==> config.mk <==
export PLATFORM = sky130hd
export DESIGN_NAME = sprite_frame_sequencer_top
export DESIGN_NICKNAME = d
export VERILOG_FILES = /design/src/hw/rtl/sfs_pkg.sv /design/src/hw/rtl/sprite_frame_sequencer_top.sv /design/src/hw/rtl/sfs_div.sv
export SDC_FILE = /design/constraint.sdc
export NUM_CORES = 2
export LEC_CHECK = 0
export ABC_CLOCK_PERIOD_IN_PS = 7970
export BUFFER_PORTS_ARGS = -buffer_cell sky130_fd_sc_hd__buf_2
export CORE_ASPECT_RATIO = 0.75
export CORE_MARGIN = 5
export CORE_UTILIZATION = 61
export DETAILED_ROUTE_END_ITERATION = 8
export PLACE_DENSITY = 0.78
export SLEW_MARGIN = 10
export SYNTH_ARGS = -nofsm -noshare
export SYNTH_HDL_FRONTEND = slang
export SYNTH_HIERARCHICAL = 1
export SYNTH_SLANG_ARGS = --single-unit
==> constraint.sdc <==
create_clock -name clk -period 7.97 [get_ports clk]
set_input_delay 0.797 -clock clk [delete_from_list [all_inputs] [get_ports clk]]
set_output_delay 0.797 -clock clk [all_outputs]
set_load 0.01 [all_outputs]
==> src/hw/rtl/sfs_pkg.sv <==
// shared types and constants for the sprite frame sequencer
`default_nettype none

package sfs_pkg;

  localparam int MAX_FRAMES = 64;
  localparam int FRAME_W    = $clog2(MAX_FRAMES);
  localparam int COUNT_W    = FRAME_W + 1;
  localparam int TICK_W     = 17;
  localparam int IVAL_W     = 16;
  localparam int LOOP_W     = 8;
  localparam int LIMIT_W    = 9;
  localparam int POS_W      = 10;
  localparam int COLS_W     = 7;
  localparam int CELL_W     = 10;
  localparam int SUM_W      = 11;
  localparam int TX_W       = 16;
  localparam int TY_W       = 21;
  localparam int CFG_IDX_W  = 3;
  localparam int CFG_DATA_W = 16;
  localparam int DIV_CNT_W  = $clog2(SUM_W + 1);

  typedef enum logic [1:0] {
    OP_TICK    = 2'd0,
    OP_RESTART = 2'd1,
    OP_WRITE   = 2'd2,
    OP_NOP     = 2'd3
  } sfs_op_t;

  typedef enum logic [CFG_IDX_W-1:0] {
    REG_FRAME_COUNT   = 3'd0,
    REG_LOOP_LIMIT    = 3'd1,
    REG_START_POS     = 3'd2,
    REG_SHEET_COLUMNS = 3'd3,
    REG_CELL_WIDTH    = 3'd4,
    REG_CELL_HEIGHT   = 3'd5,
    REG_BASE_INTERVAL = 3'd6
  } sfs_reg_t;

  typedef enum logic [2:0] {
    ST_IDLE,
    ST_CHECK,
    ST_LOAD,
    ST_DIV_START,
    ST_DIV_WAIT,
    ST_MUL,
    ST_FINISH
  } sfs_state_t;

  typedef struct packed {
    logic [1:0]        operation;
    logic [FRAME_W-1:0] entry_index;
    logic [IVAL_W-1:0] entry_value;
  } sfs_in_t;

  typedef struct packed {
    logic [FRAME_W-1:0] frame;
    logic [TX_W-1:0]    texel_x;
    logic [TY_W-1:0]    texel_y;
    logic               played;
  } sfs_out_t;

  typedef struct packed {
    logic              start;
    logic [SUM_W-1:0]  dividend;
    logic [COLS_W-1:0] divisor;
  } sfs_div_req_t;

  typedef struct packed {
    logic              done;
    logic [SUM_W-1:0]  quotient;
    logic [COLS_W-1:0] remainder;
  } sfs_div_rsp_t;

endpackage

`default_nettype wire

==> src/hw/rtl/sprite_frame_sequencer_top.sv <==
// Sprite frame sequencer: one result word per input word. A tick is compared
// with the frame interval and may cause frame advances, each one a
// compare-subtract plus one interval table read; restart, table write and
// no-op words skip that check. Every word then passes the bit-serial divider
// that splits the sheet cell index into column and row (a start state, 11
// quotient bits and a done strobe), a multiply register and the output
// register, loaded once any earlier result has been taken. The next word
// can be taken in the cycle out_valid rises. in_ready is high only between
// words; a finished result waits in the output register while the next word is taken.
`default_nettype none

module sprite_frame_sequencer_top (
  input  wire logic                             clk,
  input  wire logic                             rst,
  input  wire logic                             cfg_write,
  input  wire logic [sfs_pkg::CFG_IDX_W-1:0]    cfg_index,
  input  wire logic [sfs_pkg::CFG_DATA_W-1:0]   cfg_data,
  input  wire logic                             in_valid,
  output logic                                  in_ready,
  input  wire sfs_pkg::sfs_in_t                 in_data,
  output logic                                  out_valid,
  input  wire logic                             out_ready,
  output sfs_pkg::sfs_out_t                     out_data
);
  import sfs_pkg::*;

  // configuration
  logic [COUNT_W-1:0]  frame_count;
  logic [LIMIT_W-1:0]  loop_limit;
  logic [POS_W-1:0]    start_position;
  logic [COLS_W-1:0]   sheet_columns;
  logic [CELL_W-1:0]   cell_width;
  logic [CELL_W-1:0]   cell_height;

  // sequence state
  logic [FRAME_W-1:0]  frame_index;
  logic [TICK_W-1:0]   tick_count;
  logic [LOOP_W-1:0]   loops_done;
  logic [IVAL_W-1:0]   current_interval;

  // interval table
  logic [IVAL_W-1:0]   interval_mem [MAX_FRAMES];
  logic [MAX_FRAMES-1:0] entry_valid;
  logic [IVAL_W-1:0]   rd_data;
  logic                rd_valid;

  sfs_state_t          state, state_next;
  logic                accept;
  logic                load_out;

  logic [COUNT_W-1:0]  eff_len;
  logic                endless;
  logic                reached;
  logic [IVAL_W-1:0]   eff_int;
  logic                tick_over;
  logic [COUNT_W-1:0]  frame_inc;
  logic [FRAME_W-1:0]  frame_next;
  logic                loop_inc;
  logic [COLS_W-1:0]   cols;
  logic                played;

  sfs_div_req_t        div_req;
  sfs_div_rsp_t        div_rsp;

  logic [TX_W-1:0]     prod_x;
  logic [TY_W-1:0]     prod_y;
  logic [COLS_W+CELL_W-1:0] mul_x;
  logic [SUM_W+CELL_W-1:0]  mul_y;

  assign accept = in_valid && in_ready;

  assign eff_len = (frame_count == '0) ? COUNT_W'(1) :
                   (frame_count > COUNT_W'(MAX_FRAMES)) ? COUNT_W'(MAX_FRAMES) : frame_count;
  assign endless = loop_limit[LIMIT_W-1];
  assign reached = !endless && (loops_done >= loop_limit[LOOP_W-1:0]);
  assign eff_int = (current_interval == '0) ? IVAL_W'(1) : current_interval;
  assign tick_over = tick_count > {1'b0, eff_int};
  assign cols = (sheet_columns == '0) ? COLS_W'(1) : sheet_columns;

  // next frame on an advance: wrap and count a loop (not when endless), or hold at the end
  always_comb begin
    frame_inc  = {1'b0, frame_index} + 1'b1;
    loop_inc   = 1'b0;
    frame_next = frame_inc[FRAME_W-1:0];
    if (frame_inc >= eff_len) begin
      if (reached) begin
        frame_next = FRAME_W'(eff_len - 1'b1);
      end else begin
        frame_next = '0;
        loop_inc   = !endless;
      end
    end
  end

  assign played = reached && ({1'b0, frame_index} == eff_len - 1'b1);

  always_ff @(posedge clk) begin
    if (rst) begin
      state <= ST_IDLE;
    end else begin
      state <= state_next;
    end
  end

  always_comb begin
    state_next      = state;
    in_ready        = 1'b0;
    load_out        = 1'b0;
    div_req.start   = 1'b0;
    div_req.dividend = SUM_W'(start_position) + SUM_W'(frame_index);
    div_req.divisor = cols;
    unique case (state)
      ST_IDLE: begin
        in_ready = 1'b1;
        if (in_valid) begin
          state_next = (in_data.operation == OP_TICK) ? ST_CHECK : ST_DIV_START;
        end
      end
      ST_CHECK: begin
        state_next = tick_over ? ST_LOAD : ST_DIV_START;
      end
      ST_LOAD: begin
        state_next = ST_CHECK;
      end
      ST_DIV_START: begin
        div_req.start = 1'b1;
        state_next    = ST_DIV_WAIT;
      end
      ST_DIV_WAIT: begin
        if (div_rsp.done) begin
          state_next = ST_MUL;
        end
      end
      ST_MUL: begin
        state_next = ST_FINISH;
      end
      ST_FINISH: begin
        if (!out_valid || out_ready) begin
          load_out   = 1'b1;
          state_next = ST_IDLE;
        end
      end
      default: begin
        state_next = ST_IDLE;
      end
    endcase
  end

  sfs_div u_div (
    .clk (clk),
    .rst (rst),
    .req (div_req),
    .rsp (div_rsp)
  );

  // config writes and sequence state
  always_ff @(posedge clk) begin
    if (rst) begin
      frame_count      <= COUNT_W'(1);
      loop_limit       <= '1;
      start_position   <= '0;
      sheet_columns    <= COLS_W'(1);
      cell_width       <= CELL_W'(1);
      cell_height      <= CELL_W'(1);
      frame_index      <= '0;
      tick_count       <= '0;
      loops_done       <= '0;
      current_interval <= IVAL_W'(1);
      entry_valid      <= '0;
      out_valid        <= 1'b0;
    end else begin
      if (cfg_write) begin
        unique case (cfg_index)
          REG_FRAME_COUNT:   frame_count    <= cfg_data[COUNT_W-1:0];
          REG_LOOP_LIMIT:    loop_limit     <= cfg_data[LIMIT_W-1:0];
          REG_START_POS:     start_position <= cfg_data[POS_W-1:0];
          REG_SHEET_COLUMNS: sheet_columns  <= cfg_data[COLS_W-1:0];
          REG_CELL_WIDTH:    cell_width     <= cfg_data[CELL_W-1:0];
          REG_CELL_HEIGHT:   cell_height    <= cfg_data[CELL_W-1:0];
          REG_BASE_INTERVAL: begin
            current_interval <= cfg_data[IVAL_W-1:0];
          end
          default: ;
        endcase
      end

      if (accept) begin
        unique case (in_data.operation)
          OP_TICK:    tick_count <= tick_count + 1'b1;
          OP_RESTART: begin
            frame_index <= '0;
            tick_count  <= '0;
            loops_done  <= '0;
          end
          OP_WRITE:   entry_valid[in_data.entry_index] <= 1'b1;
          OP_NOP:     ;
          default:    ;
        endcase
      end

      if (state == ST_CHECK && tick_over) begin
        tick_count  <= tick_count - {1'b0, eff_int};
        frame_index <= frame_next;
        if (loop_inc) begin
          loops_done <= loops_done + 1'b1;
        end
      end

      // a written, nonzero table entry of the frame just entered overrides the interval
      if (state == ST_LOAD && rd_valid && rd_data != '0) begin
        current_interval <= rd_data;
      end

      if (load_out) begin
        out_valid <= 1'b1;
      end else if (out_ready) begin
        out_valid <= 1'b0;
      end
    end
  end

  // table memory, read address is the frame being entered
  always_ff @(posedge clk) begin
    if (accept && in_data.operation == OP_WRITE) begin
      interval_mem[in_data.entry_index] <= in_data.entry_value;
    end
    rd_data  <= interval_mem[frame_next];
    rd_valid <= entry_valid[frame_next];
  end

  assign mul_x = div_rsp.remainder * cell_width;
  assign mul_y = div_rsp.quotient * cell_height;

  always_ff @(posedge clk) begin
    if (state == ST_MUL) begin
      prod_x <= mul_x[TX_W-1:0];
      prod_y <= mul_y[TY_W-1:0];
    end
    if (load_out) begin
      out_data.frame   <= frame_index;
      out_data.texel_x <= prod_x;
      out_data.texel_y <= prod_y;
      out_data.played  <= played;
    end
  end

endmodule

`default_nettype wire

==> src/hw/rtl/sfs_div.sv <==
// restoring divider, one quotient bit per cycle
`default_nettype none

module sfs_div (
  input  wire logic                 clk,
  input  wire logic                 rst,
  input  wire sfs_pkg::sfs_div_req_t req,
  output sfs_pkg::sfs_div_rsp_t     rsp
);
  import sfs_pkg::*;

  logic                 busy;
  logic                 done;
  logic [DIV_CNT_W-1:0] count;
  logic [COLS_W-1:0]    divisor;
  logic [COLS_W-1:0]    rem;
  logic [SUM_W-1:0]     quot;
  logic [COLS_W:0]      trial;
  logic [COLS_W:0]      diff;
  logic                 ge;

  // remainder stays below the divisor, so one extra bit holds the trial
  assign trial = {rem, quot[SUM_W-1]};
  assign ge    = trial >= {1'b0, divisor};
  assign diff  = trial - {1'b0, divisor};

  always_ff @(posedge clk) begin
    if (rst) begin
      busy  <= 1'b0;
      done  <= 1'b0;
      count <= '0;
    end else begin
      done <= 1'b0;
      if (req.start) begin
        busy  <= 1'b1;
        count <= DIV_CNT_W'(SUM_W);
      end else if (busy) begin
        count <= count - 1'b1;
        if (count == DIV_CNT_W'(1)) begin
          busy <= 1'b0;
          done <= 1'b1;
        end
      end
    end
  end

  always_ff @(posedge clk) begin
    if (req.start) begin
      divisor <= req.divisor;
      rem     <= '0;
      quot    <= req.dividend;
    end else if (busy) begin
      rem  <= ge ? diff[COLS_W-1:0] : trial[COLS_W-1:0];
      quot <= {quot[SUM_W-2:0], ge};
    end
  end

  assign rsp.done      = done;
  assign rsp.quotient  = quot;
  assign rsp.remainder = rem;

endmodule

`default_nettype wire

==> metrics.cfg <==
[yosys]
synth_nets = 4500
synth_common_cells = 1,123 x edfxtp_1, 427 x a211oi_1, 317 x inv_1
syn-cell-area_mm2 = 0.0595
yosys.area_share.xor_xnor_pct = 1.05
synthTopCellsByArea = edfxtp_1 57%, dfxtp_1 6.7%, a211oi_1 5.4%, mux4_2 5.3%, fa_1 3.7%
synthAdderAreaFrac_pct = 6.66
synth_edf_count = 1123
synth_flop_cell = edfxtp_1
synth-simple-area-share_pct = 6.71
synth_seq_area_share_pct = 63.4
synthArstFlopShare_pct = 0
synth_cells = 4202
yosysTopAreaCellShare_pct = 56.7
avgSynthCellArea_um2 = 14.2
yosys_warnings = 6
ys_types = 81
synth_top_family_by_area = compound AO/OA/AOI/OAI gates
synth_compound_area_share_pct = 10.2
ys_seq_elements = 1321
synth.most_common_cell = edfxtp_1
synth_mux_area_share_pct = 8.11
yosysTopAreaCell = edfxtp_1

[sta]
finalMaxSlewViolations = 0
period_share_pct = 78.4
rsz0062_at_grt = no
final.setup.tns_ps = 0
slew_headroom_pct = 17.9
hold_viol = 0
setup_viol_count_final = 0
fmax_mhz = 160
clock_skew_ps = 95.6
layout_min_cycle_time_ps = 6250
worstMarginPinSlew_ps = 1230

[run_status]
run_status = finished, final reports clean

[final_layout]
multi_input_area_mm2 = 0.0196
regArea_mm2 = 0.0377
areaGrowthSynthToFinish_pct = 10.5
fillCellCount = 6370
fin_nets = 4579
final_layout_size_suffix_gt1_share_pct = 13.6

[clock_tree]
clock_latency_ps = 760
cts_sinks = 1321
cts_resized = 0
path_clk_slew_ps = 70
holdBufCountCts = 0
root_buffer = clkbuf_16
clock_path_buffers = 3
htreeDepth = 3
cts_buffers = 119
cts_tree = yes
cts_setup_buffers = 0

[die]
rows = 99
start_util_pct = 61.3
core_area_mm2 = 0.0970
die_h_um = 280
die_area_mm2 = 0.104
ioPinCount = 94
fp.dieW_um = 371

[power]
ir_drop_mv = 0.308
p_clk_share_pct = 33.2
leakage_nw = 23.8
pwr_density_cell_mw_per_mm2 = 272
power.switching_mw = 5.40
comb_power_share_pct = 22.6
swShare_pct = 30.2
total_power_mw = 17.9
p_int_mw = 12.5
seq_power_share_pct = 44.2

[worst_setup_path]
rr_worst_depth = 13
start_kind = flip-flop
ff2ff_setup_slack_ps = 1720
arrival_ps = 6790
critPathKind = flip-flop to flip-flop
crit_path_max_fanout = 35
max_stage_delay_ps = 1010
required_ps = 8510
worstReg2RegStart = frame_index[0]
endpoint_kind = flip-flop
r2r_end = rd_data[7]
slowest_stage = o41ai_1
crit_top_cell = ha_1
path_cells = ha_1, xor2_1, ha_1, o21ai_0, o21ai_1, nand2_2, o21ai_4, buf_12, buf_4, mux2i_1, a211oi_1, o41ai_1, nand4b_1

[routing]
drtIter0Drc = 5043
ant_nets = 0
wl_per_cell_um = 26.8
drt_wl_total_um = 153000
num_vias = 36900
first_pass_iters = 5
drc = 0
via_per_inst = 6.47

[placed_design]
hpwlAfterDp_um = 90800
portBuffers = 93
gp_congestion = 0.909

[global_route]
grt_pass1_wl_um = 228000
grt_pass1_vias = 35800
grt_usage_pct = 29.3
overflow = 0
grt_start_max_net_pins = 135
grt_antenna_before_repair = 7

[min_path]
min_path_type = primary input to flip-flop
hp-start = in_data[0]
holdPathStages = 1
min_to = interval_mem[21][0]

[run]
drv_cap = 0

## logic make-up (layout without fill, tap and decap cells)
| logic type | Yosys count | count (layout) |
|---|---|---|
| other | 0 | 4 |
| AND/OR/NAND/NOR | 849 | 849 |
| AO/OA/AOI/OAI | 835 | 835 |
| XOR/XNOR | 71 | 71 |
| buffers and inverters | 570 | 754 |
| adder cells (fa/ha/maj) | 250 | 250 |
| multiplexers | 306 | 306 |
| flip-flops | 1321 | 1321 |
## area by class of cell
class / instances / area share, %
inverters: 317 / 1.81
well taps: 1313 / 2.50
multi-input cells: 2311 / 29.8
flip-flops and latches: 1321 / 57.4
repair buffers: 211 / 2.26
clock buffers: 163 / 5.15
clock inverters: 63 / 1.07
diodes: 4 / 0.0152
## cell usage in the layout (no fill, tap or decap), types with 28 or more instances in the layout
master / Yosys / final
nor2_1: 276 / 274
a211oi_1: 427 / 427
ha_1: 139 / 139
a21o_1: 36 / 36
xnor2_1: 48 / 48
mux2i_1: 152 / 152
buf_4: 18 / 108
a21oi_1: 115 / 114
nor3_1: 28 / 28
buf_2: 70 / 92
a22oi_1: 72 / 72
o41ai_1: 34 / 28
mux4_2: 139 / 139
clkbuf_16: 0 / 124
nand3_1: 36 / 36
inv_1: 317 / 317
nand2_1: 265 / 263
dfxtp_1: 198 / 198
edfxtp_1: 1123 / 1123
o21ai_0: 36 / 36
fa_1: 111 / 111
and2_1: 93 / 93
## power groups by stage
stage / clock network [mW] / logic [mW] / registers (mW)
final: 5.93 / 4.04 / 7.89
after global routing: 6.29 / 4.32 / 7.90
after CTS: 5.99 / 3.98 / 7.87
after detailed placement: 0 / 3.94 / 8.02
after global placement: 0 / 3.87 / 8.02
after floorplan: 0 / 2.92 / 7.86
## state kept, by name (all words and copies together), names as in the netlist, 8 cells and up
register	flops
cell_height	10
cell_width	10
current_interval	16
entry_valid	64
interval_mem	1024
loop_limit	9
loops_done	8
out_data	44
prod_x	16
prod_y	21
rd_data	16
start_position	10
tick_count	17
u_div/quot	11
## metal layers
layer	up-vias	global-route usage, %	routed length [µm]
met5	-	0	27
met4	4	9.52	5580
met3	333	8.21	20300
met2	2354	42.8	66500
met1	18200	43.4	60100
li1	16000	-	-
## worst max-delay path: cells and delay by family, from the launching register on
family / cells / cell delay [ps]
fa+ha+maj: 2 / 550
flops: 1 / 590
compound gates: 5 / 2580
simple gates: 2 / 550
mux: 1 / 270
buf+inv: 2 / 940
xor+xnor: 1 / 540
## worst max path at each step
stage,start,endpoint,cells past startpoint
after floorplan,cell_height[1],prod_y[17],22
after CTS,frame_index[0],rd_data[4],13
after global routing,frame_index[0],rd_data[7],13
final,frame_index[0],rd_data[7],13
after global placement,frame_index[0],rd_data[3],13
after detailed placement,frame_index[0],rd_data[4],13
## per-stage QoR
stage | util [%] | worst slack, ps | cell area [µm²] | std cells | hold WS, ps
2_1_floorplan | - | 2610 | 59500 | 4202 | 400
3_3_place_gp | 63.5 | 1720 | 61500 | 5473 | 401
3_5_place_dp | 63.5 | 1820 | 61600 | 5473 | 406
4_1_cts | 67.7 | 1770 | 65700 | 5699 | 368
5_1_grt | 67.7 | 1460 | 65700 | 5702 | 373
6_report | 67.7 | 1720 | 65700 | 5703 | 403
(Power assumes the default switching activity.)
